**src/rtl/dtc_pkg.sv**
```systemverilog
// ----------------------------------------------------------------------------
// dtc_pkg: shared types and constants of the trouble code status table
// Status bit positions, operating modes, item and result layouts, and the
// command and status bundles between the controller and the datapath.
// ----------------------------------------------------------------------------
package dtc_pkg;

	localparam int TABLE_ENTRIES = 16;
	localparam int RESULT_LIMIT  = 16;
	localparam int LIMIT_W       = 5;
	localparam int CFG_IDX_W     = 4;

	localparam logic [CFG_IDX_W-1:0] REG_ENTRY_COUNT = CFG_IDX_W'(0);
	localparam logic [CFG_IDX_W-1:0] REG_AVAIL_MASK  = CFG_IDX_W'(1);

	localparam logic [4:0] ENTRY_COUNT_RST = 5'd16;
	localparam logic [7:0] AVAIL_MASK_RST  = 8'hFF;

	localparam int ST_TF     = 0;
	localparam int ST_TFTOC  = 1;
	localparam int ST_PDTC   = 2;
	localparam int ST_CDTC   = 3;
	localparam int ST_TNCSLC = 4;
	localparam int ST_TFSLC  = 5;
	localparam int ST_TNCTOC = 6;

	localparam logic [7:0] ST_INITIAL = 8'h50;
	localparam logic [7:0] CTR_MAX    = 8'hFF;

	typedef enum logic [2:0] {
		MODE_LOAD   = 3'd0,
		MODE_REPORT = 3'd1,
		MODE_CYCLE  = 3'd2,
		MODE_CLEAR  = 3'd3,
		MODE_GET    = 3'd4,
		MODE_COUNT  = 3'd5,
		MODE_LIST   = 3'd6
	} mode_t;

	typedef struct packed {
		logic [2:0]  mode;
		logic [7:0]  entry_index;
		logic        test_failed;
		logic [7:0]  status_mask;
		logic [7:0]  max_records;
		logic [23:0] load_code;
		logic [7:0]  load_threshold;
	} item_t;

	typedef struct packed {
		logic [7:0]  status_out;
		logic [4:0]  match_count;
		logic [23:0] code_out;
		logic        record_valid;
		logic        last_record;
	} result_t;

	typedef struct packed {
		logic accept;
		logic load_wr;
		logic clear_all;
		logic rd_idx;
		logic walk_start;
		logic walk_en;
		logic report_wr;
		logic push_get;
		logic push_count;
		logic push_tail;
	} cmd_t;

	typedef struct packed {
		logic [2:0] mode;
		logic       in_range;
		logic       walk_done;
		logic       slot_free;
	} sts_t;

endpackage

```
**src/rtl/dtc_ifs.sv**
```systemverilog
// ----------------------------------------------------------------------------
// dtc_ifs: channel interfaces of the trouble code status table
// Request item channel, result channel and register write channel, each with
// a valid and ready handshake.
// ----------------------------------------------------------------------------
interface dtc_item_if;
	logic        valid;
	logic        ready;
	logic [2:0]  mode;
	logic [7:0]  entry_index;
	logic        test_failed;
	logic [7:0]  status_mask;
	logic [7:0]  max_records;
	logic [23:0] load_code;
	logic [7:0]  load_threshold;

	modport source (output valid, output mode, output entry_index, output test_failed,
		output status_mask, output max_records, output load_code, output load_threshold,
		input ready);
	modport sink (input valid, input mode, input entry_index, input test_failed,
		input status_mask, input max_records, input load_code, input load_threshold,
		output ready);
endinterface

interface dtc_result_if;
	logic        valid;
	logic        ready;
	logic [7:0]  status_out;
	logic [4:0]  match_count;
	logic [23:0] code_out;
	logic        record_valid;
	logic        last_record;

	modport source (output valid, output status_out, output match_count, output code_out,
		output record_valid, output last_record, input ready);
	modport sink (input valid, input status_out, input match_count, input code_out,
		input record_valid, input last_record, output ready);
endinterface

interface dtc_cfg_if;
	logic                           valid;
	logic                           ready;
	logic [dtc_pkg::CFG_IDX_W-1:0] index;
	logic [7:0]                     data;

	modport source (output valid, output index, output data, input ready);
	modport sink (input valid, input index, input data, output ready);
endinterface

```
**src/rtl/dtc_ctrl.sv**
```systemverilog
// ----------------------------------------------------------------------------
// dtc_ctrl: sequencing state machine of the trouble code status table
// Accepts one request, decodes its mode and steps the datapath through a
// single-entry access or a walk over the active entries.
// ----------------------------------------------------------------------------
module dtc_ctrl (
	input  logic           clk,
	input  logic           arst_n,
	input  logic           in_valid,
	output logic           in_ready,
	input  dtc_pkg::sts_t  sts,
	output dtc_pkg::cmd_t  cmd
);
	import dtc_pkg::*;

	typedef enum logic [4:0] {
		S_IDLE   = 5'b00001,
		S_DECODE = 5'b00010,
		S_SINGLE = 5'b00100,
		S_WALK   = 5'b01000,
		S_FINISH = 5'b10000
	} state_t;

	state_t state_q, state_d;

	always_ff @(posedge clk or negedge arst_n) begin
		if (!arst_n) begin
			state_q <= S_IDLE;
		end else begin
			state_q <= state_d;
		end
	end

	always_comb begin
		cmd      = '0;
		state_d  = state_q;
		in_ready = 1'b0;
		unique case (state_q)
			S_IDLE: begin
				in_ready   = 1'b1;
				cmd.accept = in_valid;
				if (in_valid) begin
					state_d = S_DECODE;
				end
			end
			S_DECODE: begin
				state_d = S_IDLE;
				unique case (mode_t'(sts.mode))
					MODE_LOAD: begin
						cmd.load_wr = sts.in_range;
					end
					MODE_CLEAR: begin
						cmd.clear_all = 1'b1;
					end
					MODE_REPORT, MODE_GET: begin
						cmd.rd_idx = 1'b1;
						state_d    = S_SINGLE;
					end
					MODE_CYCLE, MODE_COUNT, MODE_LIST: begin
						cmd.walk_start = 1'b1;
						state_d        = S_WALK;
					end
					default: begin
						state_d = S_IDLE;
					end
				endcase
			end
			S_SINGLE: begin
				if (sts.mode == MODE_REPORT) begin
					cmd.report_wr = sts.in_range;
					state_d       = S_IDLE;
				end else if (sts.slot_free) begin
					cmd.push_get = 1'b1;
					state_d      = S_IDLE;
				end
			end
			S_WALK: begin
				cmd.walk_en = sts.slot_free;
				if (sts.walk_done) begin
					state_d = (sts.mode == MODE_CYCLE) ? S_IDLE : S_FINISH;
				end
			end
			S_FINISH: begin
				if (sts.slot_free) begin
					if (sts.mode == MODE_COUNT) begin
						cmd.push_count = 1'b1;
					end else begin
						cmd.push_tail = 1'b1;
					end
					state_d = S_IDLE;
				end
			end
			default: begin
				state_d = S_IDLE;
			end
		endcase
	end

endmodule

```
**src/rtl/dtc_datapath.sv**
```systemverilog
// ----------------------------------------------------------------------------
// dtc_datapath: entry storage and status arithmetic of the status table
// Holds the configuration registers, the request registers, the entry
// memories with their valid bits, the walk pointer and the result register.
// ----------------------------------------------------------------------------
module dtc_datapath #(
	parameter int MAX_ENTRIES = dtc_pkg::TABLE_ENTRIES
) (
	input  logic                           clk,
	input  logic                           arst_n,
	input  dtc_pkg::item_t                 item_d,
	input  logic                           cfg_we,
	input  logic [dtc_pkg::CFG_IDX_W-1:0] cfg_index,
	input  logic [7:0]                     cfg_data,
	input  dtc_pkg::cmd_t                  cmd,
	output dtc_pkg::sts_t                  sts,
	input  logic                           res_ready,
	output logic                           res_valid,
	output dtc_pkg::result_t               res_d
);
	import dtc_pkg::*;

	localparam int AW = (MAX_ENTRIES > 1) ? $clog2(MAX_ENTRIES) : 1;
	localparam int CW = $clog2(MAX_ENTRIES + 1);
	localparam logic [7:0] MAX_N = 8'(MAX_ENTRIES);
	localparam logic [7:0] LIMIT_MAX = 8'(RESULT_LIMIT);

	logic [4:0] entry_count_q;
	logic [7:0] avail_q;

	logic [2:0]         mode_q;
	logic [AW-1:0]      idx_q;
	logic               failed_q;
	logic [7:0]         smask_q;
	logic [LIMIT_W-1:0] limit_q;
	logic [23:0]        lcode_q;
	logic [7:0]         lthr_q;
	logic [CW-1:0]      n_q;
	logic               range_q;

	logic [7:0] ec_ext, n_full, lim_full;

	logic [15:0]          ent_mem [MAX_ENTRIES];
	logic [31:0]          cm_mem  [MAX_ENTRIES];
	logic [MAX_ENTRIES-1:0] vld_q;
	logic [15:0]          ent_rd_q;
	logic [31:0]          cm_rd_q;
	logic                 vrd_q;

	logic [CW-1:0]      ptr_q;
	logic               v_s1;
	logic [AW-1:0]      e_s1;
	logic               stop_q;
	logic [LIMIT_W-1:0] k_q;
	logic [CW-1:0]      cnt_q;
	logic               pend_v_q;
	logic [7:0]         pend_st_q;
	logic [23:0]        pend_code_q;

	logic               out_valid_q;
	result_t            res_q, res_n;

	logic          issue, rd_en, proc, match, list_hit, push;
	logic [AW-1:0] raddr;
	logic          ent_we;
	logic [AW-1:0] ent_waddr;
	logic [15:0]   ent_wdata;
	logic [7:0]    st_cur, ctr_cur, thr_eff, ctr_rep, st_rep, st_cyc;

	always_ff @(posedge clk or negedge arst_n) begin
		if (!arst_n) begin
			entry_count_q <= ENTRY_COUNT_RST;
			avail_q       <= AVAIL_MASK_RST;
		end else if (cfg_we) begin
			if (cfg_index == REG_ENTRY_COUNT) begin
				entry_count_q <= cfg_data[4:0];
			end else if (cfg_index == REG_AVAIL_MASK) begin
				avail_q <= cfg_data;
			end
		end
	end

	assign ec_ext   = {3'b000, entry_count_q};
	assign n_full   = (ec_ext > MAX_N) ? MAX_N : ec_ext;
	assign lim_full = (item_d.max_records > LIMIT_MAX) ? LIMIT_MAX : item_d.max_records;

	always_ff @(posedge clk) begin
		if (cmd.accept) begin
			mode_q   <= item_d.mode;
			idx_q    <= item_d.entry_index[AW-1:0];
			failed_q <= item_d.test_failed;
			smask_q  <= item_d.status_mask;
			limit_q  <= lim_full[LIMIT_W-1:0];
			lcode_q  <= item_d.load_code;
			lthr_q   <= item_d.load_threshold;
			n_q      <= n_full[CW-1:0];
			range_q  <= (item_d.entry_index < n_full);
		end
	end

	// An entry whose valid bit is clear reads as freshly cleared.
	assign st_cur  = vrd_q ? ent_rd_q[7:0] : ST_INITIAL;
	assign ctr_cur = vrd_q ? ent_rd_q[15:8] : 8'h00;
	assign thr_eff = (cm_rd_q[7:0] == 8'h00) ? 8'h01 : cm_rd_q[7:0];
	assign match   = |(st_cur & smask_q & avail_q);

	always_comb begin
		ctr_rep = 8'h00;
		st_rep  = st_cur;
		st_rep[ST_TNCTOC] = 1'b0;
		st_rep[ST_TNCSLC] = 1'b0;
		if (failed_q) begin
			ctr_rep = (ctr_cur == CTR_MAX) ? ctr_cur : ctr_cur + 8'h01;
			st_rep[ST_TF]    = 1'b1;
			st_rep[ST_TFTOC] = 1'b1;
			st_rep[ST_TFSLC] = 1'b1;
			st_rep[ST_PDTC]  = 1'b1;
			if (ctr_rep >= thr_eff) begin
				st_rep[ST_CDTC] = 1'b1;
			end
		end else begin
			st_rep[ST_TF] = 1'b0;
		end
	end

	always_comb begin
		st_cyc = st_cur;
		if (!st_cur[ST_TFTOC]) begin
			st_cyc[ST_PDTC] = 1'b0;
		end
		st_cyc[ST_TFTOC]  = 1'b0;
		st_cyc[ST_TNCTOC] = 1'b1;
	end

	assign issue    = cmd.walk_en && (ptr_q < n_q) && !stop_q;
	assign rd_en    = cmd.rd_idx || issue;
	assign raddr    = cmd.rd_idx ? idx_q : ptr_q[AW-1:0];
	assign proc     = cmd.walk_en && v_s1 && !stop_q;
	assign list_hit = proc && (mode_q == MODE_LIST) && match;

	assign ent_we    = cmd.report_wr || (proc && (mode_q == MODE_CYCLE));
	assign ent_waddr = cmd.report_wr ? idx_q : e_s1;
	assign ent_wdata = cmd.report_wr ? {ctr_rep, st_rep} : {ctr_cur, st_cyc};

	always_ff @(posedge clk) begin
		if (ent_we) begin
			ent_mem[ent_waddr] <= ent_wdata;
		end
	end

	always_ff @(posedge clk) begin
		if (cmd.load_wr) begin
			cm_mem[idx_q] <= {lcode_q, lthr_q};
		end
	end

	always_ff @(posedge clk) begin
		if (rd_en) begin
			ent_rd_q <= ent_mem[raddr];
			cm_rd_q  <= cm_mem[raddr];
			vrd_q    <= vld_q[raddr];
		end
	end

	always_ff @(posedge clk or negedge arst_n) begin
		if (!arst_n) begin
			vld_q <= '0;
		end else if (cmd.clear_all) begin
			vld_q <= '0;
		end else if (ent_we) begin
			vld_q[ent_waddr] <= 1'b1;
		end
	end

	always_ff @(posedge clk or negedge arst_n) begin
		if (!arst_n) begin
			ptr_q    <= '0;
			v_s1     <= 1'b0;
			stop_q   <= 1'b0;
			k_q      <= '0;
			cnt_q    <= '0;
			pend_v_q <= 1'b0;
		end else if (cmd.walk_start) begin
			ptr_q    <= '0;
			v_s1     <= 1'b0;
			stop_q   <= (mode_q == MODE_LIST) && (limit_q == '0);
			k_q      <= '0;
			cnt_q    <= '0;
			pend_v_q <= 1'b0;
		end else if (cmd.walk_en) begin
			v_s1 <= issue;
			if (issue) begin
				ptr_q <= ptr_q + CW'(1);
			end
			if (proc && (mode_q == MODE_COUNT) && match) begin
				cnt_q <= cnt_q + CW'(1);
			end
			if (list_hit) begin
				k_q      <= k_q + LIMIT_W'(1);
				pend_v_q <= 1'b1;
				if (k_q + LIMIT_W'(1) == limit_q) begin
					stop_q <= 1'b1;
				end
			end
		end
	end

	always_ff @(posedge clk) begin
		if (issue) begin
			e_s1 <= ptr_q[AW-1:0];
		end
		if (list_hit) begin
			pend_st_q   <= st_cur & avail_q;
			pend_code_q <= cm_rd_q[31:8];
		end
	end

	// A list record is held back until the next match or the end of the walk
	// shows whether it is the final one.
	assign push = cmd.push_get || cmd.push_count || cmd.push_tail || (list_hit && pend_v_q);

	always_comb begin
		res_n = '0;
		priority if (cmd.push_get) begin
			res_n.status_out  = range_q ? st_cur : 8'h00;
			res_n.last_record = 1'b1;
		end else if (cmd.push_count) begin
			res_n.match_count = 5'(cnt_q);
			res_n.last_record = 1'b1;
		end else if (cmd.push_tail) begin
			res_n.last_record = 1'b1;
			if (pend_v_q) begin
				res_n.status_out   = pend_st_q;
				res_n.code_out     = pend_code_q;
				res_n.record_valid = 1'b1;
			end
		end else begin
			res_n.status_out   = pend_st_q;
			res_n.code_out     = pend_code_q;
			res_n.record_valid = 1'b1;
		end
	end

	always_ff @(posedge clk or negedge arst_n) begin
		if (!arst_n) begin
			out_valid_q <= 1'b0;
		end else if (push) begin
			out_valid_q <= 1'b1;
		end else if (res_ready) begin
			out_valid_q <= 1'b0;
		end
	end

	always_ff @(posedge clk) begin
		if (push) begin
			res_q <= res_n;
		end
	end

	assign res_valid     = out_valid_q;
	assign res_d         = res_q;
	assign sts.mode      = mode_q;
	assign sts.in_range  = range_q;
	assign sts.walk_done = !v_s1 && ((ptr_q >= n_q) || stop_q);
	assign sts.slot_free = !out_valid_q || res_ready;

endmodule

```
**src/rtl/dtc_status_table.sv**
```systemverilog
// ----------------------------------------------------------------------------
// dtc_status_table: diagnostic trouble code status table
// Keeps a status byte and a consecutive-failure counter per trouble code
// entry and answers status, count and list queries.
//
//   Channel   Direction   Payload                                   Transaction
//   item      in          mode, index, result, mask, limit, load    valid & ready
//   result    out         status, count, code, record flag, last    valid & ready
//   cfg       in          register index, write data                valid & ready
//
// Load and clear finish in the decode state; report and get status pass on
// through the single-access state. Cycle start, count and list walk over the
// active entries; the walk reads one entry per cycle from the single read
// port of the entry memory. A stalled result channel freezes the walk. Reset
// leaves every entry in its cleared state at once, through per-entry valid
// bits; no clearing pass is needed.
// ----------------------------------------------------------------------------
module dtc_status_table #(
	parameter int MAX_ENTRIES = dtc_pkg::TABLE_ENTRIES
) (
	input  logic         clk,
	input  logic         arst_n,
	dtc_item_if.sink     item,
	dtc_result_if.source result,
	dtc_cfg_if.sink      cfg
);
	import dtc_pkg::*;

	item_t   item_d;
	result_t res_d;
	cmd_t    cmd;
	sts_t    sts;
	logic    in_ready;
	logic    res_valid;

	assign item_d.mode           = item.mode;
	assign item_d.entry_index    = item.entry_index;
	assign item_d.test_failed    = item.test_failed;
	assign item_d.status_mask    = item.status_mask;
	assign item_d.max_records    = item.max_records;
	assign item_d.load_code      = item.load_code;
	assign item_d.load_threshold = item.load_threshold;
	assign item.ready            = in_ready;

	assign cfg.ready = 1'b1;

	dtc_ctrl u_ctrl (
		.clk      (clk),
		.arst_n   (arst_n),
		.in_valid (item.valid),
		.in_ready (in_ready),
		.sts      (sts),
		.cmd      (cmd)
	);

	dtc_datapath #(
		.MAX_ENTRIES (MAX_ENTRIES)
	) u_datapath (
		.clk       (clk),
		.arst_n    (arst_n),
		.item_d    (item_d),
		.cfg_we    (cfg.valid),
		.cfg_index (cfg.index),
		.cfg_data  (cfg.data),
		.cmd       (cmd),
		.sts       (sts),
		.res_ready (result.ready),
		.res_valid (res_valid),
		.res_d     (res_d)
	);

	assign result.valid        = res_valid;
	assign result.status_out   = res_d.status_out;
	assign result.match_count  = res_d.match_count;
	assign result.code_out     = res_d.code_out;
	assign result.record_valid = res_d.record_valid;
	assign result.last_record  = res_d.last_record;

endmodule
```
**src/flat_wrapper.sv**
```systemverilog
// flat-port wrapper written by rule: the top's interface ports become plain ports
module dtc_status_table_flat import dtc_pkg::*;
#(
	parameter int MAX_ENTRIES = dtc_pkg::TABLE_ENTRIES
)
  (clk, arst_n, item_valid, item_mode, item_entry_index, item_test_failed, item_status_mask, item_max_records, item_load_code, item_load_threshold, item_ready, result_valid, result_status_out, result_match_count, result_code_out, result_record_valid, result_last_record, result_ready, cfg_valid, cfg_index, cfg_data, cfg_ready);
  dtc_item_if item_i ();
  dtc_result_if result_i ();
  dtc_cfg_if cfg_i ();
  input  logic clk;
  input  logic arst_n;
  input wire logic [$bits(item_i.valid)-1:0] item_valid;
  input wire logic [$bits(item_i.mode)-1:0] item_mode;
  input wire logic [$bits(item_i.entry_index)-1:0] item_entry_index;
  input wire logic [$bits(item_i.test_failed)-1:0] item_test_failed;
  input wire logic [$bits(item_i.status_mask)-1:0] item_status_mask;
  input wire logic [$bits(item_i.max_records)-1:0] item_max_records;
  input wire logic [$bits(item_i.load_code)-1:0] item_load_code;
  input wire logic [$bits(item_i.load_threshold)-1:0] item_load_threshold;
  output wire logic [$bits(item_i.ready)-1:0] item_ready;
  output wire logic [$bits(result_i.valid)-1:0] result_valid;
  output wire logic [$bits(result_i.status_out)-1:0] result_status_out;
  output wire logic [$bits(result_i.match_count)-1:0] result_match_count;
  output wire logic [$bits(result_i.code_out)-1:0] result_code_out;
  output wire logic [$bits(result_i.record_valid)-1:0] result_record_valid;
  output wire logic [$bits(result_i.last_record)-1:0] result_last_record;
  input wire logic [$bits(result_i.ready)-1:0] result_ready;
  input wire logic [$bits(cfg_i.valid)-1:0] cfg_valid;
  input wire logic [$bits(cfg_i.index)-1:0] cfg_index;
  input wire logic [$bits(cfg_i.data)-1:0] cfg_data;
  output wire logic [$bits(cfg_i.ready)-1:0] cfg_ready;
  assign item_i.valid = item_valid;
  assign item_i.mode = item_mode;
  assign item_i.entry_index = item_entry_index;
  assign item_i.test_failed = item_test_failed;
  assign item_i.status_mask = item_status_mask;
  assign item_i.max_records = item_max_records;
  assign item_i.load_code = item_load_code;
  assign item_i.load_threshold = item_load_threshold;
  assign item_ready = item_i.ready;
  assign result_valid = result_i.valid;
  assign result_status_out = result_i.status_out;
  assign result_match_count = result_i.match_count;
  assign result_code_out = result_i.code_out;
  assign result_record_valid = result_i.record_valid;
  assign result_last_record = result_i.last_record;
  assign result_i.ready = result_ready;
  assign cfg_i.valid = cfg_valid;
  assign cfg_i.index = cfg_index;
  assign cfg_i.data = cfg_data;
  assign cfg_ready = cfg_i.ready;
  dtc_status_table #(.MAX_ENTRIES(MAX_ENTRIES)) u_core (.clk(clk), .arst_n(arst_n), .item(item_i), .result(result_i), .cfg(cfg_i));
endmodule
```
**config.mk**
```make
export PLATFORM = sky130hd
export DESIGN_NAME = dtc_status_table_flat
export DESIGN_NICKNAME = d
export VERILOG_FILES = /design/src/rtl/dtc_pkg.sv /design/src/rtl/dtc_ifs.sv /design/src/rtl/dtc_ctrl.sv /design/src/rtl/dtc_datapath.sv /design/src/rtl/dtc_status_table.sv /design/src/flat_wrapper.sv
export SDC_FILE = /design/constraint.sdc
export NUM_CORES = 1
export LEC_CHECK = 0
export BUFFER_PORTS_ARGS = -buffer_cell sky130_fd_sc_hd__buf_2
export CAP_MARGIN = 20
export CORE_ASPECT_RATIO = 0.6
export CORE_MARGIN = 10
export CORE_UTILIZATION = 40
export CTS_CLUSTER_DIAMETER = 120
export DETAILED_ROUTE_END_ITERATION = 8
export MAX_ROUTING_LAYER = met4
export PLACE_DENSITY = 0.67
export SYNTH_ARGS = -nofsm -noshare
export SYNTH_HDL_FRONTEND = slang
export SYNTH_SLANG_ARGS = --single-unit
export TNS_END_PERCENT = 30
```
**constraint.sdc**
```tcl
create_clock -name clk -period 6.8 [get_ports clk]
set_clock_uncertainty 0.1 [all_clocks]
set_input_delay 1.02 -clock clk [delete_from_list [all_inputs] [get_ports clk]]
set_output_delay 1.02 -clock clk [all_outputs]
set_load 0.05 [all_outputs]
```
==> impl_metrics.py <==
metrics = {
    "power_and_ir_drop": {
        "p_per_area_nw_per_um2": 344.2,
        "p_switching_w": 0.004146,
        "power_frac_seq_pct": 49.9,
        "swShare_pct": 27.24,
        "power.leakage_nw": 16.58,
        "ir_drop_mv": 0.2593,
        "clkPwrFrac_pct": 33.4,
        "internal_power_w": 0.01107,
        "comb_power_share_pct": 16.7,
    },
    "timing": {
        "tightest_slew_ns": 1.119,
        "rsz0062_at_grt": "no",
        "setup_viol": 0,
        "slew_headroom_pct": 25.32,
        "final_max_slew_viol_count": 0,
        "max_freq_mhz": 235.7,
        "hold_viol_final": 0,
        "fin_setup_tns_ns": 0,
        "fin_crit_sh_pct": 62.40,
        "period_needed_ns": 4.243,
    },
    "global_route": {
        "first_global_vias": 20930,
        "grt_max_degree": 92,
        "grt_pass1_wl_mm": 142.2,
        "track_usage_pct": 17.82,
        "grt_overflow": 0,
        "antenna_found_initial": 0,
    },
    "cts": {
        "cts_root_buffer": "clkbuf_16",
        "clockBufferDepth": 3,
        "clock-sinks": 1004,
        "numCtsBuffers": 88,
        "clock_latency_ns": 0.68,
        "cts_resized": 0,
        "cts_setup_buffers": 0,
        "htreeDepth": 3,
        "cts_tree": "built",
        "clk_pin_slew_ns": 0.06,
        "holdBufCountCts": 0,
    },
    "setup_path": {
        "path_buf_inv": 2,
        "crit_family": "multiplexers",
        "worstPathMaxFanout": 75,
        "crit_chain": "nor2_4, nand3_2, nor3_4, buf_4, mux2i_4, buf_12, mux2i_1, o22ai_1, or4_1",
        "cp_slowest_cell": "mux2i_4",
        "cp_data_required_time_ns": 7.10,
        "path_class": "reg -> reg",
        "start_kind": "flop",
        "worstPathArrival_ns": 4.54,
        "cp-end-kind": "flop",
        "crit_path_max_incr_delay_ns": 0.89,
    },
    "detailed_routing": {
        "vias": 21190,
        "wire_per_inst_um": 26.24,
        "drc": 0,
        "via_per_inst": 5.660,
        "drt-pass1-iter-count": 6,
        "drtAntennaViolNets": 0,
        "wl_mm": 98.23,
        "initialDrtViolationCount": 2528,
    },
    "placement": {
        "gp_congestion": 0.8256,
        "dp.cells": 3580,
        "hpwl_mm": 52.79,
        "port-buffer-count": 117,
    },
    "cells_and_area": {
        "drive_above_1_share_pct": 15.80,
        "fill_cells": 8088,
        "syn_to_final_growth_pct": 13.93,
        "mostFrequentLayoutCell": "edfxtp_1",
        "final_cell_mix": "edfxtp_1 (951), mux2i_1 (397), o22ai_1 (198)",
        "nets": 2465,
        "instances_no_fill": 3744,
    },
    "worst_hold_path": {
        "hp-class": "reg -> reg",
    },
    "synthesis": {
        "synth_flop_cell": "edfxtp_1",
        "synth_seq_area_share_pct": 77.04,
        "yosysWarnings": 0,
        "async_flop_share_pct": 5.279,
        "ys_types": 56,
        "ys_seq_elements": 1004,
        "synth_edf_count": 951,
        "synth_fp_nets": 2302,
        "netlist_instances": 2204,
        "synth_area_sq_um": 38810,
        "syn-mean-instance-area_sq_um": 17.61,
    },
    "floorplan": {
        "ios": 119,
        "dieHeight_um": 261.3,
        "die-area_sq_um": 110300,
        "core_area_sq_um": 96120,
        "start_util_pct": 40.37,
        "die-width_um": 422.1,
        "rows": 88,
    },
    "run_status": {
        "status": "complete, no violations",
    },
    "flow_run": {
        "maxCapViolCount": 0,
    },
}
-- registers in the layout (all words and copies together), names as in the netlist, 8 cells and up --
signal,count
u_core.u_datapath.cm_rd_q,32
u_core.u_datapath.pend_st_q,8
u_core.u_datapath.lthr_q,8
u_core.u_datapath.lcode_q,24
u_core.u_datapath.smask_q,8
u_core.u_datapath.vld_q,16
u_core.u_datapath.pend_code_q,24
u_core.u_datapath.ent_mem,256
u_core.u_datapath.ent_rd_q,16
u_core.u_datapath.res_d,39
u_core.u_datapath.cm_mem,512
u_core.u_datapath.avail_q,8
-- worst register-to-register path: cells and delay by family (launching register included) --
kind	cells	cell delay [ns]
AOI/OAI and AO/OA	1	0.10
buffers and inverters	2	0.88
DFF	1	0.46
muxes	2	1.33
and+or+nand+nor	4	1.09
-- power groups by stage --
stage                     combinational [W]  sequential, W  clock, W
after global placement              0.00246        0.00769         0
after detailed placement            0.00252        0.00772         0
after CTS                           0.00253        0.00759   0.00518
final                               0.00254        0.00760   0.00509
after floorplan                     0.00182        0.00762         0
after global routing                0.00270        0.00763   0.00542
-- stage by stage --
stage | util [%] | total power [W] | setup WS, ns | hold slack (ns) | cell area [sq um]
2_1_floorplan | - | 0.009440 | 2.927 | 0.3003 | 38810
3_3_place_gp | 42.96 | 0.01015 | 2.677 | 0.3113 | 41290
3_5_place_dp | 42.96 | 0.01023 | 2.612 | 0.3093 | 41290
4_1_cts | 45.96 | 0.01529 | 2.586 | 0.3244 | 44180
5_1_grt | 45.99 | 0.01575 | 2.389 | 0.3254 | 44210
6_report | 46.00 | 0.01522 | 2.557 | 0.3207 | 44210
-- per-layer routing --
layer	track usage, %	share of wire, %
met4	4.349	2.0
met5	-	0
met3	4.643	10
met1	25.15	44
met2	25.66	44
-- cell usage after synthesis (2+ instances only) --
library cell / instances / area [sq um]
a2111oi_0: 2 / 17.52
a21o_1: 6 / 45.04
a21oi_1: 14 / 70.07
a22o_1: 4 / 35.03
a22oi_1: 4 / 30.03
a311oi_1: 2 / 17.52
a31o_2: 3 / 26.28
a31oi_1: 13 / 81.33
a31oi_2: 2 / 25.02
a32o_1: 5 / 50.05
and2_1: 39 / 244.0
and3_1: 14 / 87.58
and3b_1: 2 / 17.52
buf_1: 2 / 7.510
buf_2: 38 / 190.2
buf_4: 15 / 112.6
buf_6: 9 / 101.4
clkbuf_1: 40 / 150.1
dfrtp_1: 43 / 1076
dfstp_2: 10 / 262.8
edfxtp_1: 951 / 28560
ha_1: 21 / 262.8
inv_1: 32 / 120.1
mux2_2: 12 / 135.1
mux2i_1: 399 / 3994
nand2_1: 50 / 187.7
nand2b_1: 11 / 68.82
nand3_1: 20 / 100.1
nand3b_1: 3 / 22.52
nand4_1: 9 / 56.30
nand4b_1: 2 / 17.52
nor2_1: 71 / 266.5
nor2b_1: 8 / 50.05
nor3_1: 19 / 95.09
nor4_1: 6 / 37.54
o21a_1: 17 / 127.6
o21ai_0: 16 / 80.08
o22ai_1: 198 / 1239
o31a_1: 3 / 26.28
or3_1: 2 / 12.51
or4_1: 52 / 390.4
xnor2_1: 8 / 70.07
xor2_1: 14 / 122.6
-- path summary, 6_finish.rpt --
kind / end / slack (ns) / from / cells after the start
worst min-delay path: u_core.u_datapath.pend_code_q[1]$_DFFE_PP_ / 0.32 / u_core.u_datapath.cm_rd_q[9]$_DFFE_PP_ / 0
worst min register to register: u_core.u_datapath.pend_code_q[1]$_DFFE_PP_ / 0.32 / u_core.u_datapath.cm_rd_q[9]$_DFFE_PP_ / 0
worst max register to register: u_core.u_datapath.cm_rd_q[28]$_DFFE_PP_ / 2.56 / u_core.u_ctrl.state_q[2]$_DFFE_PN0P_ / 9
worst max-delay path: u_core.u_datapath.cm_rd_q[28]$_DFFE_PP_ / 2.56 / u_core.u_ctrl.state_q[2]$_DFFE_PN0P_ / 9
min in group asynchronous: u_core.u_ctrl.state_q[1]$_DFFE_PN0P_ / 0.38 / arst_n / 2
max in group asynchronous: u_core.u_datapath.vld_q[3]$_DFFE_PN0P_ / 5.71 / arst_n / 2
-- logic make-up after synthesis --
group	share of synthesized area, %
AO/OA/AOI/OAI	5.007
XOR/XNOR	0.4965
adder cells (fa/ha/maj)	0.6770
buffers and inverters	1.757
flip-flops	77.04
multiplexers	10.64
other	0.009663
AND/OR/NAND/NOR	4.378
-- area by class of cell --
class | instances | area (sq um) | share of cell area [%]
flip-flops and latches | 1004 | 29900 | 67.62
clock buffers | 104 | 2262 | 5.116
clock inverters | 56 | 628.1 | 1.421
multi-input cells | 1064 | 8572 | 19.39
repair buffers | 177 | 1097 | 2.482
inverters | 32 | 120.1 | 0.2717
well taps | 1305 | 1633 | 3.693
diodes | 2 | 5.005 | 0.01132
No activity file was read; power rests on OpenSTA's default activity.
